## src/hw/rtl/desa_pkg.sv

```systemverilog
// ----------------------------------------------------------------------------
// desa_pkg
// Shared types and codes for the double-ended stack allocator.
// ----------------------------------------------------------------------------
package desa_pkg;

    localparam int DESA_ADDR_WIDTH = 32;
    localparam int FIELD_WIDTH     = 32;
    localparam int MAX_ALIGN_LOG2  = 16;

    // Command codes
    localparam logic [2:0] CMD_ALLOC_FRONT  = 3'd0;
    localparam logic [2:0] CMD_ALLOC_BACK   = 3'd1;
    localparam logic [2:0] CMD_RESET_TOPS   = 3'd2;
    localparam logic [2:0] CMD_REWIND_FRONT = 3'd3;
    localparam logic [2:0] CMD_REWIND_BACK  = 3'd4;
    localparam logic [2:0] CMD_READ_TOPS    = 3'd5;

    // Status codes
    localparam logic [1:0] STAT_OK         = 2'd0;
    localparam logic [1:0] STAT_EXHAUSTED  = 2'd1;
    localparam logic [1:0] STAT_BAD_MARKER = 2'd2;

    // Configuration register indexes
    localparam logic [0:0] REG_REGION_START = 1'b0;
    localparam logic [0:0] REG_REGION_END   = 1'b1;

    typedef enum logic [3:0] {
        OP_NONE,
        OP_LOAD,
        OP_F_ADD_OFF,
        OP_F_ROUND,
        OP_F_SUB_OFF,
        OP_F_ADD_SIZE,
        OP_B_SUB_SIZE,
        OP_B_ROUND,
        OP_FINISH
    } dp_op_t;

    typedef struct packed {
        dp_op_t op;
    } dp_cmd_t;

    typedef enum logic [2:0] {
        ST_IDLE,
        ST_F1,
        ST_F2,
        ST_F3,
        ST_F4,
        ST_B1,
        ST_B2,
        ST_FINAL
    } ctl_state_t;

endpackage

```

## src/hw/rtl/desa_ctrl.sv

```systemverilog
// ----------------------------------------------------------------------------
// desa_ctrl
// Sequencer: steps the datapath through each command and owns the
// handshakes of both channels.
// ----------------------------------------------------------------------------
module desa_ctrl (
    input  logic             aclk,
    input  logic             aresetn,
    input  logic             s_valid,
    output logic             s_ready,
    input  logic [2:0]       s_cmd,
    output logic             m_valid,
    input  logic             m_ready,
    output desa_pkg::dp_cmd_t dp_cmd
);
    import desa_pkg::*;

    ctl_state_t state_reg, state_next;
    logic       out_valid_reg, out_valid_next;

    always_ff @(posedge aclk) begin
        if (!aresetn) begin
            state_reg     <= ST_IDLE;
            out_valid_reg <= 1'b0;
        end else begin
            state_reg     <= state_next;
            out_valid_reg <= out_valid_next;
        end
    end

    always_comb begin
        state_next     = state_reg;
        out_valid_next = out_valid_reg;
        dp_cmd.op      = OP_NONE;
        s_ready        = 1'b0;

        // drop the pending beat once taken
        if (out_valid_reg && m_ready) begin
            out_valid_next = 1'b0;
        end

        unique case (state_reg)
            ST_IDLE: begin
                s_ready = 1'b1;
                if (s_valid) begin
                    dp_cmd.op = OP_LOAD;
                    if (s_cmd == CMD_ALLOC_FRONT) begin
                        state_next = ST_F1;
                    end else if (s_cmd == CMD_ALLOC_BACK) begin
                        state_next = ST_B1;
                    end else begin
                        state_next = ST_FINAL;
                    end
                end
            end
            ST_F1: begin
                dp_cmd.op  = OP_F_ADD_OFF;
                state_next = ST_F2;
            end
            ST_F2: begin
                dp_cmd.op  = OP_F_ROUND;
                state_next = ST_F3;
            end
            ST_F3: begin
                dp_cmd.op  = OP_F_SUB_OFF;
                state_next = ST_F4;
            end
            ST_F4: begin
                dp_cmd.op  = OP_F_ADD_SIZE;
                state_next = ST_FINAL;
            end
            ST_B1: begin
                dp_cmd.op  = OP_B_SUB_SIZE;
                state_next = ST_B2;
            end
            ST_B2: begin
                dp_cmd.op  = OP_B_ROUND;
                state_next = ST_FINAL;
            end
            ST_FINAL: begin
                // hold until the output register is free
                if (!out_valid_reg || m_ready) begin
                    dp_cmd.op      = OP_FINISH;
                    out_valid_next = 1'b1;
                    state_next     = ST_IDLE;
                end
            end
            default: begin
                state_next = ST_IDLE;
            end
        endcase
    end

    assign m_valid = out_valid_reg;

endmodule

```

## src/hw/rtl/desa_datapath.sv

```systemverilog
// ----------------------------------------------------------------------------
// desa_datapath
// Top pointers, region registers, work registers and result register.
// ----------------------------------------------------------------------------
module desa_datapath #(
    parameter int ADDR_WIDTH = desa_pkg::DESA_ADDR_WIDTH
) (
    input  logic              aclk,
    input  logic              aresetn,
    input  desa_pkg::dp_cmd_t dp_cmd,
    input  logic [2:0]        s_cmd,
    input  logic [31:0]       s_alloc_size,
    input  logic [4:0]        s_align_log2,
    input  logic [15:0]       s_align_offset,
    input  logic [31:0]       s_rewind_point,
    input  logic              cfg_we,
    input  logic [0:0]        cfg_index,
    input  logic [31:0]       cfg_wdata,
    output logic [31:0]       m_block_address,
    output logic [1:0]        m_status,
    output logic [31:0]       m_front_marker,
    output logic [31:0]       m_back_marker
);
    import desa_pkg::*;

    localparam int AW = ADDR_WIDTH;

    logic [2:0]    cmd_reg, cmd_next;
    logic [AW-1:0] size_reg, size_next;
    logic [AW-1:0] amask_reg, amask_next;
    logic [AW-1:0] off_reg, off_next;
    logic [AW-1:0] point_reg, point_next;
    logic [AW-1:0] acc_reg, acc_next;
    logic [AW-1:0] blk_reg, blk_next;
    logic          ovf_reg, ovf_next;
    logic [AW-1:0] front_top_reg, front_top_next;
    logic [AW-1:0] back_top_reg, back_top_next;
    logic [31:0]   region_start_reg, region_start_next;
    logic [31:0]   region_end_reg, region_end_next;
    logic [AW-1:0] block_reg, block_next;
    logic [1:0]    status_reg, status_next;

    // width adaption of the input fields
    logic [AW+31:0] size_wide, point_wide;
    logic [AW+15:0] off_wide;
    logic [4:0]     lg_clamped;
    logic [AW-1:0]  amask_in;

    // arithmetic
    logic [AW:0]    add_a, add_b, add_sum;
    logic [AW:0]    sub_a, sub_b, sub_diff;

    // region conversions and wide compares
    logic [AW+31:0] rs_wide, re_wide;
    logic [AW+31:0] pt_cmp, ft_cmp, bt_cmp;
    logic [AW+31:0] block_wide, ft_wide, bt_wide;

    assign size_wide  = {{AW{1'b0}}, s_alloc_size};
    assign point_wide = {{AW{1'b0}}, s_rewind_point};
    assign off_wide   = {{AW{1'b0}}, s_align_offset};

    always_comb begin
        if (s_align_log2 > 5'(MAX_ALIGN_LOG2)) begin
            lg_clamped = 5'(MAX_ALIGN_LOG2);
        end else begin
            lg_clamped = s_align_log2;
        end
        for (int i = 0; i < AW; i++) begin
            amask_in[i] = (i < int'(lg_clamped));
        end
    end

    assign rs_wide = {{AW{1'b0}}, region_start_reg};
    assign re_wide = {{AW{1'b0}}, region_end_reg};
    assign pt_cmp  = {32'd0, point_reg};
    assign ft_cmp  = {32'd0, front_top_reg};
    assign bt_cmp  = {32'd0, back_top_reg};

    // shared adder and subtractor, operands picked by step
    always_comb begin
        add_a = {1'b0, acc_reg};
        add_b = {1'b0, size_reg};
        sub_a = {1'b0, acc_reg};
        sub_b = {1'b0, off_reg};
        case (dp_cmd.op)
            OP_F_ADD_OFF: begin
                add_a = {1'b0, front_top_reg};
                add_b = {1'b0, off_reg};
            end
            OP_F_ROUND: begin
                add_b = {1'b0, amask_reg};
            end
            OP_B_SUB_SIZE: begin
                sub_a = {1'b0, back_top_reg};
                sub_b = {1'b0, size_reg};
            end
            OP_B_ROUND: begin
                sub_a = {1'b0, acc_reg & ~amask_reg};
            end
            default: begin
            end
        endcase
    end

    assign add_sum  = add_a + add_b;
    assign sub_diff = sub_a - sub_b;

    always_comb begin
        cmd_next          = cmd_reg;
        size_next         = size_reg;
        amask_next        = amask_reg;
        off_next          = off_reg;
        point_next        = point_reg;
        acc_next          = acc_reg;
        blk_next          = blk_reg;
        ovf_next          = ovf_reg;
        front_top_next    = front_top_reg;
        back_top_next     = back_top_reg;
        region_start_next = region_start_reg;
        region_end_next   = region_end_reg;
        block_next        = block_reg;
        status_next       = status_reg;

        if (cfg_we) begin
            unique case (cfg_index)
                REG_REGION_START: region_start_next = cfg_wdata;
                REG_REGION_END:   region_end_next   = cfg_wdata;
                default: begin
                end
            endcase
        end

        case (dp_cmd.op)
            OP_LOAD: begin
                cmd_next   = s_cmd;
                size_next  = size_wide[AW-1:0];
                amask_next = amask_in;
                off_next   = off_wide[AW-1:0];
                point_next = point_wide[AW-1:0];
                ovf_next   = 1'b0;
            end
            OP_F_ADD_OFF: begin
                acc_next = add_sum[AW-1:0];
                ovf_next = ovf_reg | add_sum[AW];
            end
            OP_F_ROUND: begin
                acc_next = add_sum[AW-1:0] & ~amask_reg;
                ovf_next = ovf_reg | add_sum[AW];
            end
            OP_F_SUB_OFF: begin
                // wraps freely; only adds count as overflow here
                acc_next = sub_diff[AW-1:0];
                blk_next = sub_diff[AW-1:0];
            end
            OP_F_ADD_SIZE: begin
                acc_next = add_sum[AW-1:0];
                ovf_next = ovf_reg | add_sum[AW];
            end
            OP_B_SUB_SIZE: begin
                acc_next = sub_diff[AW-1:0];
                ovf_next = ovf_reg | sub_diff[AW];
            end
            OP_B_ROUND: begin
                acc_next = sub_diff[AW-1:0];
                ovf_next = ovf_reg | sub_diff[AW];
            end
            OP_FINISH: begin
                block_next  = '0;
                status_next = STAT_OK;
                case (cmd_reg)
                    CMD_ALLOC_FRONT: begin
                        if (ovf_reg || !(acc_reg < back_top_reg)) begin
                            status_next = STAT_EXHAUSTED;
                        end else begin
                            front_top_next = acc_reg;
                            block_next     = blk_reg;
                        end
                    end
                    CMD_ALLOC_BACK: begin
                        if (ovf_reg || !(acc_reg > front_top_reg)) begin
                            status_next = STAT_EXHAUSTED;
                        end else begin
                            back_top_next = acc_reg;
                            block_next    = acc_reg;
                        end
                    end
                    CMD_RESET_TOPS: begin
                        front_top_next = rs_wide[AW-1:0];
                        back_top_next  = re_wide[AW-1:0];
                    end
                    CMD_REWIND_FRONT: begin
                        if (pt_cmp >= rs_wide && pt_cmp <= ft_cmp) begin
                            front_top_next = point_reg;
                        end else begin
                            status_next = STAT_BAD_MARKER;
                        end
                    end
                    CMD_REWIND_BACK: begin
                        if (pt_cmp >= bt_cmp && pt_cmp <= re_wide) begin
                            back_top_next = point_reg;
                        end else begin
                            status_next = STAT_BAD_MARKER;
                        end
                    end
                    default: begin
                        // read tops and unused codes report only
                    end
                endcase
            end
            default: begin
            end
        endcase
    end

    always_ff @(posedge aclk) begin
        if (!aresetn) begin
            front_top_reg    <= '0;
            back_top_reg     <= '0;
            region_start_reg <= '0;
            region_end_reg   <= '0;
            ovf_reg          <= 1'b0;
            cmd_reg          <= CMD_READ_TOPS;
        end else begin
            front_top_reg    <= front_top_next;
            back_top_reg     <= back_top_next;
            region_start_reg <= region_start_next;
            region_end_reg   <= region_end_next;
            ovf_reg          <= ovf_next;
            cmd_reg          <= cmd_next;
        end
    end

    always_ff @(posedge aclk) begin
        size_reg   <= size_next;
        amask_reg  <= amask_next;
        off_reg    <= off_next;
        point_reg  <= point_next;
        acc_reg    <= acc_next;
        blk_reg    <= blk_next;
        block_reg  <= block_next;
        status_reg <= status_next;
    end

    // tops only move on a finish step, which waits for the result beat to clear
    assign block_wide = {32'd0, block_reg};
    assign ft_wide    = {32'd0, front_top_reg};
    assign bt_wide    = {32'd0, back_top_reg};

    assign m_block_address = block_wide[31:0];
    assign m_status        = status_reg;
    assign m_front_marker  = ft_wide[31:0];
    assign m_back_marker   = bt_wide[31:0];

endmodule

```

## src/hw/rtl/double_ended_stack_allocator.sv

```systemverilog
// ----------------------------------------------------------------------------
// double_ended_stack_allocator
// Carves blocks off both ends of one address region, with rewind and reset.
// ----------------------------------------------------------------------------
//  Channel  Direction  Handshake          Payload
//  s_       in         s_valid/s_ready    cmd, alloc_size, align_log2,
//                                         align_offset, rewind_point
//  m_       out        m_valid/m_ready    block_address, status,
//                                         front_marker, back_marker
//  cfg_     in         cfg_we             cfg_index, cfg_wdata
//
//  A front allocation steps through add offset, round, subtract offset and
//  add size, a back allocation through subtract size and round, any other
//  command to the final step; shared adder and subtractor, one step per cycle.
//  A result beat waits in the output register while the next command is taken
//  and computed; the final step of that command holds until the beat is gone.
//  Reset clears both tops and both region registers to zero.
// ----------------------------------------------------------------------------
module double_ended_stack_allocator #(
    parameter int ADDR_WIDTH = desa_pkg::DESA_ADDR_WIDTH
) (
    input  logic        aclk,
    input  logic        aresetn,
    input  logic        s_valid,
    output logic        s_ready,
    input  logic [2:0]  s_cmd,
    input  logic [31:0] s_alloc_size,
    input  logic [4:0]  s_align_log2,
    input  logic [15:0] s_align_offset,
    input  logic [31:0] s_rewind_point,
    output logic        m_valid,
    input  logic        m_ready,
    output logic [31:0] m_block_address,
    output logic [1:0]  m_status,
    output logic [31:0] m_front_marker,
    output logic [31:0] m_back_marker,
    input  logic        cfg_we,
    input  logic [0:0]  cfg_index,
    input  logic [31:0] cfg_wdata
);
    import desa_pkg::*;

    dp_cmd_t dp_cmd;

    desa_ctrl u_ctrl (
        .aclk    (aclk),
        .aresetn (aresetn),
        .s_valid (s_valid),
        .s_ready (s_ready),
        .s_cmd   (s_cmd),
        .m_valid (m_valid),
        .m_ready (m_ready),
        .dp_cmd  (dp_cmd)
    );

    desa_datapath #(
        .ADDR_WIDTH (ADDR_WIDTH)
    ) u_datapath (
        .aclk            (aclk),
        .aresetn         (aresetn),
        .dp_cmd          (dp_cmd),
        .s_cmd           (s_cmd),
        .s_alloc_size    (s_alloc_size),
        .s_align_log2    (s_align_log2),
        .s_align_offset  (s_align_offset),
        .s_rewind_point  (s_rewind_point),
        .cfg_we          (cfg_we),
        .cfg_index       (cfg_index),
        .cfg_wdata       (cfg_wdata),
        .m_block_address (m_block_address),
        .m_status        (m_status),
        .m_front_marker  (m_front_marker),
        .m_back_marker   (m_back_marker)
    );

endmodule
```

## config.mk

```make
export PLATFORM = sky130hd
export DESIGN_NAME = double_ended_stack_allocator
export DESIGN_NICKNAME = d
export VERILOG_FILES = /design/src/hw/rtl/desa_pkg.sv /design/src/hw/rtl/desa_ctrl.sv /design/src/hw/rtl/desa_datapath.sv /design/src/hw/rtl/double_ended_stack_allocator.sv
export SDC_FILE = /design/constraint.sdc
export NUM_CORES = 1
export LEC_CHECK = 0
export ABC_CLOCK_PERIOD_IN_PS = 12620
export BUFFER_PORTS_ARGS = -buffer_cell sky130_fd_sc_hd__clkbuf_2
export CAP_MARGIN = 25
export CORE_MARGIN = 4
export CORE_UTILIZATION = 55
export CTS_BUF_LIST = sky130_fd_sc_hd__clkbuf_8
export DETAILED_ROUTE_END_ITERATION = 7
export GPL_ROUTABILITY_DRIVEN = 0
export GPL_TIMING_DRIVEN = 0
export PLACE_DENSITY = 0.73
export SLEW_MARGIN = 10
export SYNTH_ARGS = -nofsm -noshare
export SYNTH_HDL_FRONTEND = slang
export SYNTH_SLANG_ARGS = --single-unit
```

## constraint.sdc

```tcl
create_clock -name aclk -period 12.62 [get_ports aclk]
set_input_delay 0.631 -clock aclk [delete_from_list [all_inputs] [get_ports aclk]]
set_output_delay 0.631 -clock aclk [all_outputs]
set_load 0.01 [all_outputs]
```

==> flow_summary_export.csv <==
group,metric,value,unit
run_status,run_status,"complete, no violations",
timing,final_period_minus_worst_setup_slack,6191,ps
pwr,cellInternalPower,3.283,mW
cts,cts_root_buf,"sky130_fd_sc_hd__clkbuf_8",
cts,clk_path_buf_depth,3,
worst_setup_path,cp_slowest_cell,"sky130_fd_sc_hd__a2111oi_0",
detailed_routing,drt_pre_antenna_iters,8,
timing,drv_slew,0,
timing,timing.fmax,0.1615,GHz
worst_setup_path,critPathCaptureType,"register",
logic_synthesis,yosys_most_used_dff,"sky130_fd_sc_hd__edfxtp_1",
logic_synthesis,synth-edff-count,209,
worst_setup_path,timing.setup.critical_path_class,"register to register",
pwr,netSwitchingFraction,44.84,%
pwr,p_switching,2.669,mW
worst_setup_path,cpLargestDelayFamily,"compound AO/OA/AOI/OAI gates",
cts,cts.repair_timing.setup_buffer_count,0,
timing,setup-violations-final,0,
layout,filler_cell_count,3434,
pwr,sequentialPowerShare,30.7,%
worst_setup_path,timing.critical_path.slowest_cell_delay,780,ps
worst_setup_path,rr_startpoint,"u_ctrl.state_reg[1]",
timing,layout_setup_ws,6429,ps
worst_hold_path,type_of_the_worst_min_delay_path,"input port to register",
die,placement_rows,74,
worst_setup_path,cp_data_arrival_time,6620,ps
worst_setup_path,cp.buffers_inverters,6,
worst_setup_path,setup.worst_path.start_class,"register",
pwr,power.density,227.1,nW/um^2
layout,layout.cells.most_common_list,"sky130_fd_sc_hd__nand2_1 (364), sky130_fd_sc_hd__ha_1 (260), sky130_fd_sc_hd__clkbuf_2 (224), sky130_fd_sc_hd__a21oi_1 (219), sky130_fd_sc_hd__edfxtp_1 (209)",
worst_setup_path,critPathMostFrequentCell,"sky130_fd_sc_hd__clkbuf_1",
die,floorplan.initialDensity,56.07,%
worst_hold_path,min_from,"s_alloc_size[8]",
logic_synthesis,synthDistinctLibCells,78,
layout,layout_commonest_cell,"sky130_fd_sc_hd__nand2_1",
die,floorplan.io_pins,226,
logic_synthesis,ys_ff_latch,345,
die,coreArea,41200,sq um
grt,congestion_overflow_gr,0,
logic_synthesis,synth-warning-count,0,
grt,globalRouteTotalUtil,34.30,%
cts,postCtsHoldBufs,0,
die,dieArea,45350,sq um
cts,ctsHtreeMaxLevel,2,
cts,clkTransAtPathRegs,70,ps
die,die_w,213.0,microns
worst_setup_path,critical_path.startpoint,"u_ctrl.state_reg[1]",
cts,cts-buffers-inserted,59,
layout,insertedDiodeCount,0,
detailed_routing,route.detailed.vias_per_inst,6.407,
pwr,max_rail_drop_vdd,0.0001348,V
detailed_routing,route.detailed.wl_per_inst,23.77,microns
pwr,power_frac_comb,51.7,%
worst_hold_path,whs_endpoint,"u_datapath.size_reg[8]",
timing,hold_violations,0,
worst_setup_path,r2r_end,"u_datapath.acc_reg[31]",
timing,rsz_0062_raised_after_global_routing,"false",
cts,clock_sinks,345,
logic_synthesis,syn_area,23100,sq um
run,cap_violations,0,
place,numPortBuffers,224,
timing,setup-tns-final,0,ps
timing,timing.max_slew.rel_slack,36.35,%
grt,grt_antenna_before_repair,0,
logic_synthesis,synthArstFlopShare,0,%
worst_setup_path,timing.reg2reg.worst_path_depth,19,
pwr,clkPwrFrac,17.6,%
timing,final.setup_skew,19.80,ps
worst_setup_path,reg2reg_setup_slack,6430,ps
logic_synthesis,synthCells,2486,
layout,drive_gt1_share,13.25,%
logic_synthesis,avgSynthCellArea,9.293,sq um
place,place.detailed.hpwl,63260,microns
layout,syn2layout_area_growth,13.45,%
worst_setup_path,worstPathRequired,13050,ps
timing,worst_pin_slew,954.7,ps
logic_synthesis,synth-seq-area-share,38.95,%
pwr,power_leakage,10.54,nW
grt,number_of_global_route_vias_before_repair,20900,
layout,design.final.nets,3176,
place,dp_worst_setup_slack,6804,ps
cts,tritoncts,"yes",
timing,fin_crit_sh,49.06,%
detailed_routing,vias,21590,
grt,grt_start_max_net_pins,65,
detailed_routing,wirelength,80080,microns
die,die_height,213.0,microns
grt,grt_pass1_wl,119100,microns
detailed_routing,drc_errors,0,
worst_setup_path,worst-path-max-fanout,10,
worst_hold_path,hold_path_depth,1,
detailed_routing,detailedRoute.firstIterationViolations,2577,
worst_setup_path,cp_cell_sequence,"ha_1 > clkbuf_1 > nor2_1 > and2_1 > clkbuf_1 > buf_1 > clkbuf_1 > a222oi_1 > inv_1 > ha_1 > buf_2 > nand4_1 > a2111oi_0 > o21ai_0 > a211oi_1 > o211ai_1 > o211ai_1 > xor2_1 > a21o_1",
cts,clock_insertion_delay_worst_skew,680,ps
detailed_routing,detail-route-antenna-nets,0,
cts,ctsResizeCount,0,
-- per-layer routing --
layer / up-vias / global-route usage [%] / share of wire [%]
li1: 9823 / - / -
met1: 10050 / 44.79 / 39
met2: 1379 / 54.91 / 44
met3: 331 / 5.848 / 11
met4: 0 / 18.04 / 6.4
met5: - / 0 / 0
-- synthesized netlist by cell type (5+ instances only) --
| cell | n | share of area, % |
|---|---|---|
| sky130_fd_sc_hd__a2111oi_0 | 8 | 0.30 |
| sky130_fd_sc_hd__a211oi_1 | 19 | 0.62 |
| sky130_fd_sc_hd__a21boi_0 | 6 | 0.19 |
| sky130_fd_sc_hd__a21o_1 | 49 | 1.6 |
| sky130_fd_sc_hd__a21oi_1 | 219 | 4.7 |
| sky130_fd_sc_hd__a221oi_1 | 5 | 0.19 |
| sky130_fd_sc_hd__a222oi_1 | 16 | 0.69 |
| sky130_fd_sc_hd__a22o_1 | 74 | 2.8 |
| sky130_fd_sc_hd__a31oi_1 | 12 | 0.32 |
| sky130_fd_sc_hd__and2_1 | 12 | 0.32 |
| sky130_fd_sc_hd__and3_1 | 7 | 0.19 |
| sky130_fd_sc_hd__and4_1 | 10 | 0.38 |
| sky130_fd_sc_hd__buf_1 | 8 | 0.13 |
| sky130_fd_sc_hd__buf_2 | 5 | 0.11 |
| sky130_fd_sc_hd__clkbuf_1 | 111 | 1.8 |
| sky130_fd_sc_hd__dfxtp_1 | 136 | 12 |
| sky130_fd_sc_hd__edfxtp_1 | 209 | 27 |
| sky130_fd_sc_hd__ha_1 | 260 | 14 |
| sky130_fd_sc_hd__inv_1 | 167 | 2.7 |
| sky130_fd_sc_hd__mux2_2 | 33 | 1.6 |
| sky130_fd_sc_hd__mux2i_1 | 82 | 3.6 |
| sky130_fd_sc_hd__nand2_1 | 365 | 5.9 |
| sky130_fd_sc_hd__nand2b_1 | 18 | 0.49 |
| sky130_fd_sc_hd__nand3_1 | 23 | 0.50 |
| sky130_fd_sc_hd__nand4_1 | 39 | 1.1 |
| sky130_fd_sc_hd__nor2_1 | 99 | 1.6 |
| sky130_fd_sc_hd__nor2b_1 | 23 | 0.62 |
| sky130_fd_sc_hd__nor3_1 | 19 | 0.41 |
| sky130_fd_sc_hd__nor4_1 | 6 | 0.16 |
| sky130_fd_sc_hd__o211ai_1 | 80 | 2.6 |
| sky130_fd_sc_hd__o21a_1 | 13 | 0.42 |
| sky130_fd_sc_hd__o21ai_0 | 160 | 3.5 |
| sky130_fd_sc_hd__o21bai_1 | 14 | 0.45 |
| sky130_fd_sc_hd__o221ai_1 | 34 | 1.3 |
| sky130_fd_sc_hd__o31a_1 | 7 | 0.27 |
| sky130_fd_sc_hd__o31ai_1 | 7 | 0.23 |
| sky130_fd_sc_hd__or2_2 | 7 | 0.19 |
| sky130_fd_sc_hd__xnor2_1 | 30 | 1.1 |
| sky130_fd_sc_hd__xor2_1 | 22 | 0.83 |
-- metrics by stage --
step | cells | power (mW) | hold slack (ps) | instance area [sq um] | utilization (%)
final | 3369 | 5.952 | 134.6 | 26210 | 63.61
after CTS | 3369 | 5.833 | 96.35 | 26210 | 63.61
after global routing | 3369 | 6.266 | 109.0 | 26210 | 63.61
after floorplan | 2500 | 3.889 | 436.3 | 23150 | -
after detailed placement | 3259 | 4.783 | 450.6 | 25030 | 60.74
after global placement | 3256 | 4.671 | 442.3 | 24940 | 60.53
-- power groups by stage --
stage,registers (mW),clock network [mW],logic (mW)
2_1_floorplan,1.69,0,2.20
3_3_place_gp,1.84,0,2.83
3_5_place_dp,1.82,0,2.96
4_1_cts,1.80,1.05,2.98
5_1_grt,1.83,1.10,3.33
6_report,1.83,1.05,3.08
-- kinds of logic after synthesis --
logic type               share of synthesized area (%)
AO/OA/AOI/OAI                                    21.96
XOR/XNOR                                         1.971
adder cells (fa/ha/maj)                          14.25
buffers and inverters                            5.026
flip-flops                                       38.95
multiplexers                                     5.161
other                                          0.01623
AND/OR/NAND/NOR                                  12.66
-- cell type report --
cell class	instances	area, sq um	area share (%)
timing repair buffer	227	1196	4.564
clock inverter	49	344.1	1.313
sequential	345	8999	34.33
inverter	168	635.6	2.425
multi-input combinational	1858	13000	49.60
buffer	129	530.5	2.024
tap	532	665.6	2.540
clock buffer	61	839.6	3.203
-- how the worst max path moves through the flow --
| stage | to | cells past startpoint | slack [ps] |
|---|---|---|---|
| 2_1_floorplan | u_datapath.acc_reg[28] | 18 | 8130 |
| 3_3_place_gp | u_datapath.acc_reg[31] | 19 | 6930 |
| 3_5_place_dp | u_datapath.acc_reg[31] | 19 | 6800 |
| 4_1_cts | u_datapath.acc_reg[31] | 19 | 6780 |
| 5_1_grt | u_datapath.acc_reg[31] | 18 | 6270 |
| 6_report | u_datapath.acc_reg[31] | 19 | 6430 |
Note: power is estimated with default switching activity, not from simulation.
